===== src/rtl/rse_pkg.sv =====
// shared types, field widths and operation codes of the execute unit
package rse_pkg;

  localparam int REG_COUNT = 32;
  localparam int REG_IDX_W = 5;
  localparam int XLEN      = 32;
  localparam int PC_W      = 10;
  localparam int DADDR_W   = 12;
  localparam int FUNC_W    = 4;
  localparam int STATUS_W  = 2;

  localparam logic [REG_IDX_W-1:0] LINK_REG = 5'd31;

  // operation codes
  localparam logic [FUNC_W-1:0] F_ADD   = 4'd0;
  localparam logic [FUNC_W-1:0] F_ADDI  = 4'd1;
  localparam logic [FUNC_W-1:0] F_SUB   = 4'd2;
  localparam logic [FUNC_W-1:0] F_JAL   = 4'd3;
  localparam logic [FUNC_W-1:0] F_BEQ   = 4'd4;
  localparam logic [FUNC_W-1:0] F_BLE   = 4'd5;
  localparam logic [FUNC_W-1:0] F_J     = 4'd6;
  localparam logic [FUNC_W-1:0] F_BNE   = 4'd7;
  localparam logic [FUNC_W-1:0] F_ECALL = 4'd8;
  localparam logic [FUNC_W-1:0] F_LA    = 4'd9;
  localparam logic [FUNC_W-1:0] F_LI    = 4'd10;
  localparam logic [FUNC_W-1:0] F_SW    = 4'd11;
  localparam logic [FUNC_W-1:0] F_LW    = 4'd12;

  // status codes
  localparam logic [STATUS_W-1:0] ST_OK      = 2'd0;
  localparam logic [STATUS_W-1:0] ST_FAULT   = 2'd1;
  localparam logic [STATUS_W-1:0] ST_NOLABEL = 2'd2;
  localparam logic [STATUS_W-1:0] ST_SYSCALL = 2'd3;

  typedef struct packed {
    logic [FUNC_W-1:0]    func;
    logic [REG_IDX_W-1:0] dest_reg;
    logic [REG_IDX_W-1:0] src_a_reg;
    logic [REG_IDX_W-1:0] src_b_reg;
    logic signed [XLEN-1:0] immediate;
    logic [PC_W-1:0]      instr_pc;
    logic [PC_W-1:0]      branch_target;
    logic [DADDR_W-1:0]   data_address;
    logic                 label_found;
  } cmd_t;

  typedef struct packed {
    logic                 redirect;
    logic [PC_W-1:0]      next_pc;
    logic                 reg_written;
    logic [REG_IDX_W-1:0] write_index;
    logic signed [XLEN-1:0] write_value;
    logic [STATUS_W-1:0]  status;
  } rsp_t;

  // register file write port
  typedef struct packed {
    logic                 en;
    logic [REG_IDX_W-1:0] idx;
    logic [XLEN-1:0]      data;
  } rf_wr_t;

endpackage


===== src/rtl/rse_regfile.sv =====
// register file: two registered read ports, one write port, reset valid bits
module rse_regfile import rse_pkg::*; (
  input  logic                 clk,
  input  logic                 rst,
  input  logic                 rd_en,
  input  logic [REG_IDX_W-1:0] ra_idx,
  input  logic [REG_IDX_W-1:0] rb_idx,
  output logic [XLEN-1:0]      ra_data,
  output logic [XLEN-1:0]      rb_data,
  input  rf_wr_t               wr
);

  logic [XLEN-1:0]      mem [REG_COUNT];
  logic [REG_COUNT-1:0] valid;
  logic [XLEN-1:0]      ra_q;
  logic [XLEN-1:0]      rb_q;
  logic                 ra_vld;
  logic                 rb_vld;

  always_ff @(posedge clk) begin
    if (wr.en) begin
      mem[wr.idx] <= wr.data;
    end
  end

  always_ff @(posedge clk) begin
    if (rd_en) begin
      ra_q   <= mem[ra_idx];
      rb_q   <= mem[rb_idx];
      ra_vld <= valid[ra_idx];
      rb_vld <= valid[rb_idx];
    end
  end

  // entries never written since reset read as zero
  always_ff @(posedge clk) begin
    if (rst) begin
      valid <= '0;
    end else if (wr.en) begin
      valid[wr.idx] <= 1'b1;
    end
  end

  assign ra_data = ra_vld ? ra_q : '0;
  assign rb_data = rb_vld ? rb_q : '0;

endmodule


===== config.mk =====
export PLATFORM = sky130hd
export DESIGN_NAME = rse_regfile
export DESIGN_NICKNAME = d
export VERILOG_FILES = /design/src/rtl/rse_pkg.sv /design/src/rtl/rse_regfile.sv
export SDC_FILE = /design/constraint.sdc
export NUM_CORES = 1
export LEC_CHECK = 0
export ABC_CLOCK_PERIOD_IN_PS = 3540
export BUFFER_PORTS_ARGS = -buffer_cell sky130_fd_sc_hd__buf_2
export CAP_MARGIN = 25
export CELL_PAD_IN_SITES_DETAIL_PLACEMENT = 1
export CELL_PAD_IN_SITES_GLOBAL_PLACEMENT = 1
export CORE_MARGIN = 2
export CORE_UTILIZATION = 40
export CTS_CLUSTER_SIZE = 14
export DETAILED_ROUTE_END_ITERATION = 16
export PLACE_DENSITY = 0.65
export SYNTH_ARGS = -nofsm -noshare
export SYNTH_HDL_FRONTEND = slang
export SYNTH_SLANG_ARGS = --single-unit

===== constraint.sdc =====
create_clock -name clk -period 3.54 [get_ports clk]
set_clock_uncertainty 0.05 [all_clocks]
set_input_delay 0.177 -clock clk [delete_from_list [all_inputs] [get_ports clk]]
set_output_delay 0.177 -clock clk [all_outputs]
set_load 0.02 [all_outputs]

== Word-level counts from Yosys, hierarchy flattened ==
Memory sizes are Yosys's and may differ from the RTL's. A register that Yosys moved wholly into a read port is not among the register bits.
Cells that the tools add are included.
Widths: inputs -> output; s select.
Operators by class
  add/subtract/negate cells: 0
  $mul: 0
  div/mod/pow operators: 0
  magnitude comparators: 4
  equality and inequality tests: 0
  shifts and indexed selects: 0
  mux-type cells: 10
  bitwise logic cells: 1
  reductions and logical operators: 1
Operators with widths (number)
  $mux 32: 2
  $or 32x32->32: 1
  $lt 5x6->1 const B: 3
  $bmux 1 s5: 2
  $demux 1 s5: 1
  $ge 5x1->1 const B: 1
  $mux 1: 5
  $logic_and 1x1->1: 1
Storage, ports and cells
  register bits after elaboration: 34
  bits in latches: 0
  bits in writable memories: 1024
  memory bits (read-only): 0
  output and inout port bits: 64
  logic and storage cells: 20
  memories kept: 1
Memories
  mem: words 32, bits a word 32, rd ports 2, clocked after memory_dff 2, write ports 1, line rse_regfile.sv:13  | logic [XLEN-1:0] mem [REG_COUNT];

== Longest topological paths before layout ==
Gate-level depths: netlist of the first run.
  depth in word-level cells: 5
  mapped depth: 8
  depth with buffers taken out: 5

== Worst setup path after synthesis of the first run ==
OpenSTA, ideal clock, no wires.
  path kind: in2reg
  start point: input wr[32] in the netlist's numbering
  end point: memory mem[12][0] (enable)
  arrival time: 2.220 ns
  data required time: 3.067 ns
  path slack: 0.847 ns
  stages: 3
  path buffers: 1
  cell sequence: or3b_2 -> clkbuf_1 -> nor2_1
RTL lines
  from (decl): line rse_regfile.sv:10  | input rf_wr_t wr
  to (decl): line rse_regfile.sv:13
No word-level cell before the write port.

== Final worst setup path of the first run ==
  start point: register ra_vld
  end point: output ra_data[12]
Between the ends
  cells in the longest elaborated chain, start to end: 1
RTL lines
  from (decl): line rse_regfile.sv:17  | logic ra_vld;
  from (signal assigned): line rse_regfile.sv:30  | ra_vld <= valid[ra_idx];
  $mux 32: line rse_regfile.sv:44  | assign ra_data = ra_vld ? ra_q : '0;
  to (decl): line rse_regfile.sv:8  | output logic [XLEN-1:0] ra_data,
No other way between the ends.

==> key figures, run 1 <==
Status
  – Outcome: finished, final reports clean

Route
  – 1st-pass router iterations: 5
  – Total Wirelength: approximately 180000 microns
  – Top layer in use: met4
  – WL/cell: 31.24 microns
  – Vias per cell: between 6 and 7
  – Vias: 34070
  – Drc violations: 0
  – DRT met1 WL: about 76000 microns
  – Met2 wire len: roughly 83000 microns
  – Initial DRC Count: around 2900
  – WL met3: 9630 microns
  – Antenna Nets Post-Route: 0

Synthesis
  – Syn avg cell area: 14.42 sq um
  – Largest cells by area after synthesis: edfxtp_1, mux2i_1, a22oi_1
  – Most frequent cell after synthesis: edfxtp_1
  – Most used DFF post-synth: edfxtp_1
  – Number of synthesized register bits: 1122
  – Post-synthesis xor/xnor area fraction: 0%
  – Post-synth top area share: 62.47%
  – Mapped cell area: around 52000 sq um
  – EDFF count, synth: 1090
  – Synth Instances: 3633
  – YS warnings: 0
  – Synth area leader: edfxtp_1
  – Asr flop ratio synth: 0%
  – Main combinational cell family by area after synthesis: multiplexers
  – Area share of fa/ha/maj cells after synthesis: 0%
  – Commonest cells in the netlist: edfxtp_1, mux2i_1, a22oi_1
  – Synth cell types: 27
  – Seq/Total Area, Yosys: about 64%
  – Syn Nets: about 3700
  – Synth Area in Simple Gates: 5.657%
  – Mux contribution to synthesized area: 20.17%
  – Complex-gate fraction of the synthesized area: 7.486%

Clock tree
  – Num CTS Buffers: ~120
  – CTS Root Cell: clkbuf_16
  – Clk slew on worst S/H paths: ~0.060 ns
  – Num Clock Sinks: 1122
  – Setup Fix Bufs, Post-CTS: 0
  – CTS tree: yes
  – # resized after CTS: 0
  – H-tree depth: 3
  – Worst skew pair latency: 0.72 ns
  – Maximum root-to-sink buffer count: 3

Worst setup path
  – Crit-path max FO: 17
  – CP Class: register to output port
  – Type of origin of the critical path: register
  – Critical Path End Type: output port
  – CP Data Arrival Time: between 2 and 2.5 ns
  – Data required, critical path: about 3.3 ns

Floorplan
  – Die ar.: 133900 sq um
  – Die width: 365.9 microns
  – Core Rows: 132
  – Initial Util: about two fifths
  – Die Y: 365.9 microns
  – Core area: 129800 sq um
  – Ports: 115

Global route
  – Number of antenna violations at the first check in global routing: 5
  – Vias in the first global route: between 30000 and 40000
  – GRT Total Usage: 25.43%
  – Global route total overflow: 0
  – First-pass GRT wire length: 249500 microns
  – Largest net degree at the start of global routing: 68

Layout
  – NumNets Final: between 3000 and 4000
  – Layout cells sized above 1: approximately 12%
  – # diodes: 0
  – Fillers: 12860
  – Multi-input gate area: 17790 sq um
  – Storage element area: 33370 sq um
  – Area Overhead vs Synth: 14.16%

Min path
  – HP Class: input pin to register

Timing
  – Hold Fails Final Rpt: 0
  – Fin crit share: 69.89%
  – Max_slew headroom: 27.92%
  – TNS Setup: 0 ns
  – Fmax: 404.2 MHz
  – Min cycle time layout: 2.474 ns
  – RSZ-0062 raised after global routing: no
  – Endpoints failing setup: 0
  – Final Slew Violations: 0
  – Worst-margin pin slew: 1.077 ns
  – WHS: 0.05770 ns

Run
  – Max-cap violations: 0

Placement
  – Input/output buffers: 114
  – GPL Wtd Cong: 0.7857
  – Detailed Place HPWL: 98600 microns

Power
  – Tot Pwr: 29990 uW
  – PwrDens: 501.4 nW/um^2
  – Lkg Pwr: roughly 0.022 uW
  – Max VDD drop: 0.3880 mV
-- per-layer routing --
layer	vias to the layer above	track usage [%]
li1	14610	-
met1	17990	34.72
met5	-	0
met2	1156	41.83
met3	313	3.156
met4	0	8.919
-- critical path: stages, from the launching register on --
cell,delay (ns)
edfxtp_1,0.69
buf_4,0.47
and2_1,0.19
buf_2,0.16
-- stage by stage --
step	worst slack [ns]	instance area, sq um	util [%]	cells
6_report	1.066	59810	46.08	5617
5_1_grt	0.9517	59810	46.08	5617
4_1_cts	0.9799	59810	46.08	5617
3_5_place_dp	0.9901	55660	42.87	5358
3_3_place_gp	1.053	55660	42.87	5358
2_1_floorplan	0.8471	52400	-	3633
-- layout make-up --
class / instances / share of cell area [%]
Sequential cell: 1122 / 55.79
Multi-Input combinational cell: 2235 / 29.73
Tap cell: 1742 / 3.644
Clock buffer: 147 / 5.368
Timing Repair Buffer: 292 / 4.430
Clock inverter: 79 / 1.031
-- cells by family (layout without fill, tap and decap cells) --
logic type	count (synthesis)	count (layout)
DFF	1122	1122
muxes	1056	1056
and+or+nand+nor	618	618
AOI/OAI and AO/OA	561	561
buffers and inverters	276	518
-- sequential cells by signal, summed over array words and instances (netlist names) --
register,flops
ra_vld,1
valid,32
ra_q,32
rb_q,32
mem,1024
rb_vld,1
-- report_power, final --
part | leakage [uW] | internal [uW] | switching (uW)
logic | 0.00998 | 901 | 1740
registers | 0.0101 | 14800 | 115
clock network | 0.00189 | 7110 | 5290
-- final timing paths --
| kind | from | end | slack (ns) | depth (start not counted) |
|---|---|---|---|---|
| worst max register to register | mem[3][2]$_DFFE_PP_ | ra_q[2]$_DFFE_PP_ | 1.88 | 5 |
| worst min-delay path | rd_en | ra_q[29]$_DFFE_PP_ | 0.06 | 2 |
| worst min register to register | valid[21]$_SDFFE_PP0P_ | valid[21]$_SDFFE_PP0P_ | 0.45 | 2 |
| worst max-delay path | ra_vld$_DFFE_PP_ | ra_data[12] | 1.07 | 3 |
-- repair_timing --
item / in CTS / in global routing
hold buffers: 33 / 0
hold endpoints to repair: 1056 / 0
setup endpoints to repair: 0 / 0
-- cells in the final DEF, fill, tap and decap left out --
cell type / synthesis / final
a21oi_1: 132 / 132
a22o_1: 66 / 66
a22oi_1: 330 / 330
a31oi_1: 33 / 33
and2_1: 67 / 64
and2_2: 0 / 1
and2_4: 0 / 2
buf_12: 0 / 51
buf_2: 87 / 111
buf_4: 52 / 95
buf_8: 1 / 2
bufinv_16: 0 / 10
clkbuf_1: 93 / 22
clkbuf_16: 0 / 125
clkinv_1: 0 / 35
clkinv_2: 0 / 29
clkinvlp_4: 0 / 3
dfxtp_1: 32 / 32
dlygate4sd3_1: 0 / 33
edfxtp_1: 1090 / 1090
inv_6: 0 / 2
mux2i_1: 1056 / 1056
nand2_1: 134 / 133
nand2_2: 0 / 1
nand2b_4: 0 / 3
nand3_1: 233 / 233
nand3b_1: 5 / 5
nand4_1: 33 / 33
nor2_1: 99 / 65
nor2_4: 0 / 35
nor2b_4: 0 / 5
nor3_1: 33 / 33
or2_2: 1 / 1
or3_1: 1 / 1
or3b_2: 3 / 3
(Power assumes the default switching activity.)
==> run 2, diff against run 1 <==
- ABC_CLOCK_PERIOD_IN_PS: 3540 -> 2000
- PLACE_DENSITY: 0.65 -> 0.67
- clock period: 3.54 -> 2 ns (I/O delays scaled with it)
==> key figures, run 2 (synthesis gave the netlist of run 1 again) <==
Status
  – Outcome: complete, but fails checks
  – Violated checks: setup timing

Layout
  – Number of flip-flops under the largest register name: 1024
  – Area Overhead vs Synth: 18.53%
  – Commonest non-fill, non-tap cell in the layout: edfxtp_1
  – Top reg by flops: mem
  – Final core utilization: 47.84%
  – Fillers: 12810
  – Fin area: just over 60000 sq um
  – Commonest cells after routing, fill and taps aside: edfxtp_1, mux2i_1, a22oi_1
  – NumNets Final: roughly 4000
  – Finished Layout Cells: 5754
  – Layout cells sized above 1: 15.33%

Power
  – Sequential fraction of design power: 49.2%
  – PwrDens: between 800 and 900 nW/um^2
  – Lkg Pwr: approximately 0.023 uW
  – Internal power: 40800 uW
  – Switching power: around 13000 uW
  – Switching share of power: 24.00%
  – Clk pwr share: about two fifths
  – Combinational share of power: 9.4%
  – Max VDD drop: 0.8178 mV

Placement
  – Place WS: -0.006211 ns
  – Detailed Place HPWL: 110800 microns
  – Input/output buffers: around 110
  – Dpl cells: 5494
  – GPL Wtd Cong: 0.8206
  – Area after DPL: 57850 sq um

Global route
  – Vias in the first global route: 36460
  – Busiest grt layer: met2
  – Global route total overflow: 0
  – GR Util met2: 43.20%
  – First-pass GRT wire length: 257300 microns
  – GRT Total Usage: 26.14%
  – Largest net degree at the start of global routing: 53
  – Number of antenna violations at the first check in global routing: 5
  – M3 GR Usage: 3.276%
  – M1 GR Usage: 35.85%

Timing
  – RSZ-0062 raised after global routing: yes
  – Min cycle time layout: 2.024 ns
  – TNS Setup: -0.02358 ns
  – Endpoints failing setup: 1
  – Worst-margin pin slew: 0.6112 ns
  – Fin worst setup slack: -0.02358 ns
  – Fmax: 494.2 MHz
  – Hold Fails Final Rpt: 0
  – Max_slew headroom: 59.26%
  – Final Slew Violations: 0
  – Fin crit share: 101.2%

Route
  – 1st-pass router iterations: 7
  – WL/cell: a little over 30 microns
  – Drc violations: 0
  – Total Wirelength: 178700 microns
  – Antenna Nets Post-Route: 0
  – Vias: 34910
  – Vias per cell: 6.067
  – Initial DRC Count: 3064

Worst setup path
  – Delay-heaviest family, CP: buffers and inverters
  – Critical Path End Type: output port
  – CP peak stage delay: about 0.35 ns
  – Slowest stage cell, crit path: edfxtp_1
  – Reg2Reg Setup Slack: just under 0.3 ns
  – R2R cell count: 5
  – Worst path bufs/invs: 2
  – CP Class: register to output port
  – Crit Reg-Reg Startpoint: mem[2][26]$_DFFE_PP_
  – Type of origin of the critical path: register
  – CP Data Arrival Time: 1.87 ns
  – Data required, critical path: 1.85 ns
  – Crit-path max FO: 15
  – R2r endpoint: ra_q[26]$_DFFE_PP_
  – Critical-path cell list: buf_4 -> and2_1 -> buf_2

Floorplan
  – Die ar.: 133900 sq um
  – Die width: ~370 microns
  – Initial Util: roughly two fifths
  – Core Rows: 132
  – Core area: roughly 130000 sq um
  – Ports: 115
  – Die Y: 365.9 microns

Clock tree
  – H-tree depth: 3
  – CTS Root Cell: clkbuf_16
  – Num Clock Sinks: 1122
  – Num CTS Buffers: 120
  – CTS tree: yes
  – Maximum root-to-sink buffer count: 3
  – Worst skew pair latency: 0.75 ns
  – Clk slew on worst S/H paths: about 0.060 ns

Min path
  – HP Class: input pin to register
  – Min-delay src: ra_idx[0]
  – Hold path depth: 6
  – Hold Path Sink: ra_q[8]$_DFFE_PP_

Run
  – Max-cap violations: 0
-- run 2: metrics by stage --
step | total power (uW) | hold WS (ns)
2_1_floorplan | 29580 | 0.1224
3_3_place_gp | 31810 | 0.3476
3_5_place_dp | 31900 | 0.3545
4_1_cts | 54020 | 0.004475
5_1_grt | 55150 | 0.08454
6_report | 53690 | 0.06285
-- run 2: final cells by class --
class	instances	area [sq um]	area share, %
flip-flops and latches	1122	33370	53.73
multi-input cells	2235	17790	28.64
repair buffers	430	4882	7.861
clock buffers	150	3228	5.198
well taps	1742	2180	3.509
clock inverters	74	655.6	1.056
diodes	1	2.502	0.004029
-- run 2: power by group through the flow --
stage	logic [uW]	clock network [uW]	registers [uW]
final	5070	22200	26400
after global routing	5340	23400	26500
after global placement	4910	0	26900
after floorplan	2750	0	26800
after detailed placement	4970	0	26900
after CTS	5060	22500	26400
-- run 2: worst max-delay path by stage --
stage,cells past startpoint,end,from,slack [ns]
2_1_floorplan,2,mem[10][0]$_DFFE_PP_,wr[34],-0.49
3_3_place_gp,8,ra_q[4]$_DFFE_PP_,ra_idx[1],0.02
3_5_place_dp,8,ra_q[4]$_DFFE_PP_,ra_idx[1],-0.006
4_1_cts,3,ra_data[23],ra_vld$_DFFE_PP_,-0.07
5_1_grt,3,ra_data[23],ra_vld$_DFFE_PP_,-0.07
6_report,3,ra_data[23],ra_vld$_DFFE_PP_,-0.02
-- run 2: repair_timing --
action | CTS | global route
setup buffers | 0 | 0
hold buffers | 35 | 0
hold endpoints to repair | 1123 | 0
endpoints found under the setup margin | 50 | 28
resized for setup | 3 | 1
-- run 2: worst register-to-register path: stages (launching register included) --
cell	delay, ns
edfxtp_1	0.38
mux2i_1	0.22
a22o_1	0.18
nor3_1	0.07
a31oi_1	0.34
nand3_1	0.18
-- run 2: routing by layer --
metal	part of all wire, %	up-vias
li1	-	14900
met1	43	18500
met2	48	1189
met3	5.4	312
met4	3.1	6
met5	0.027	-
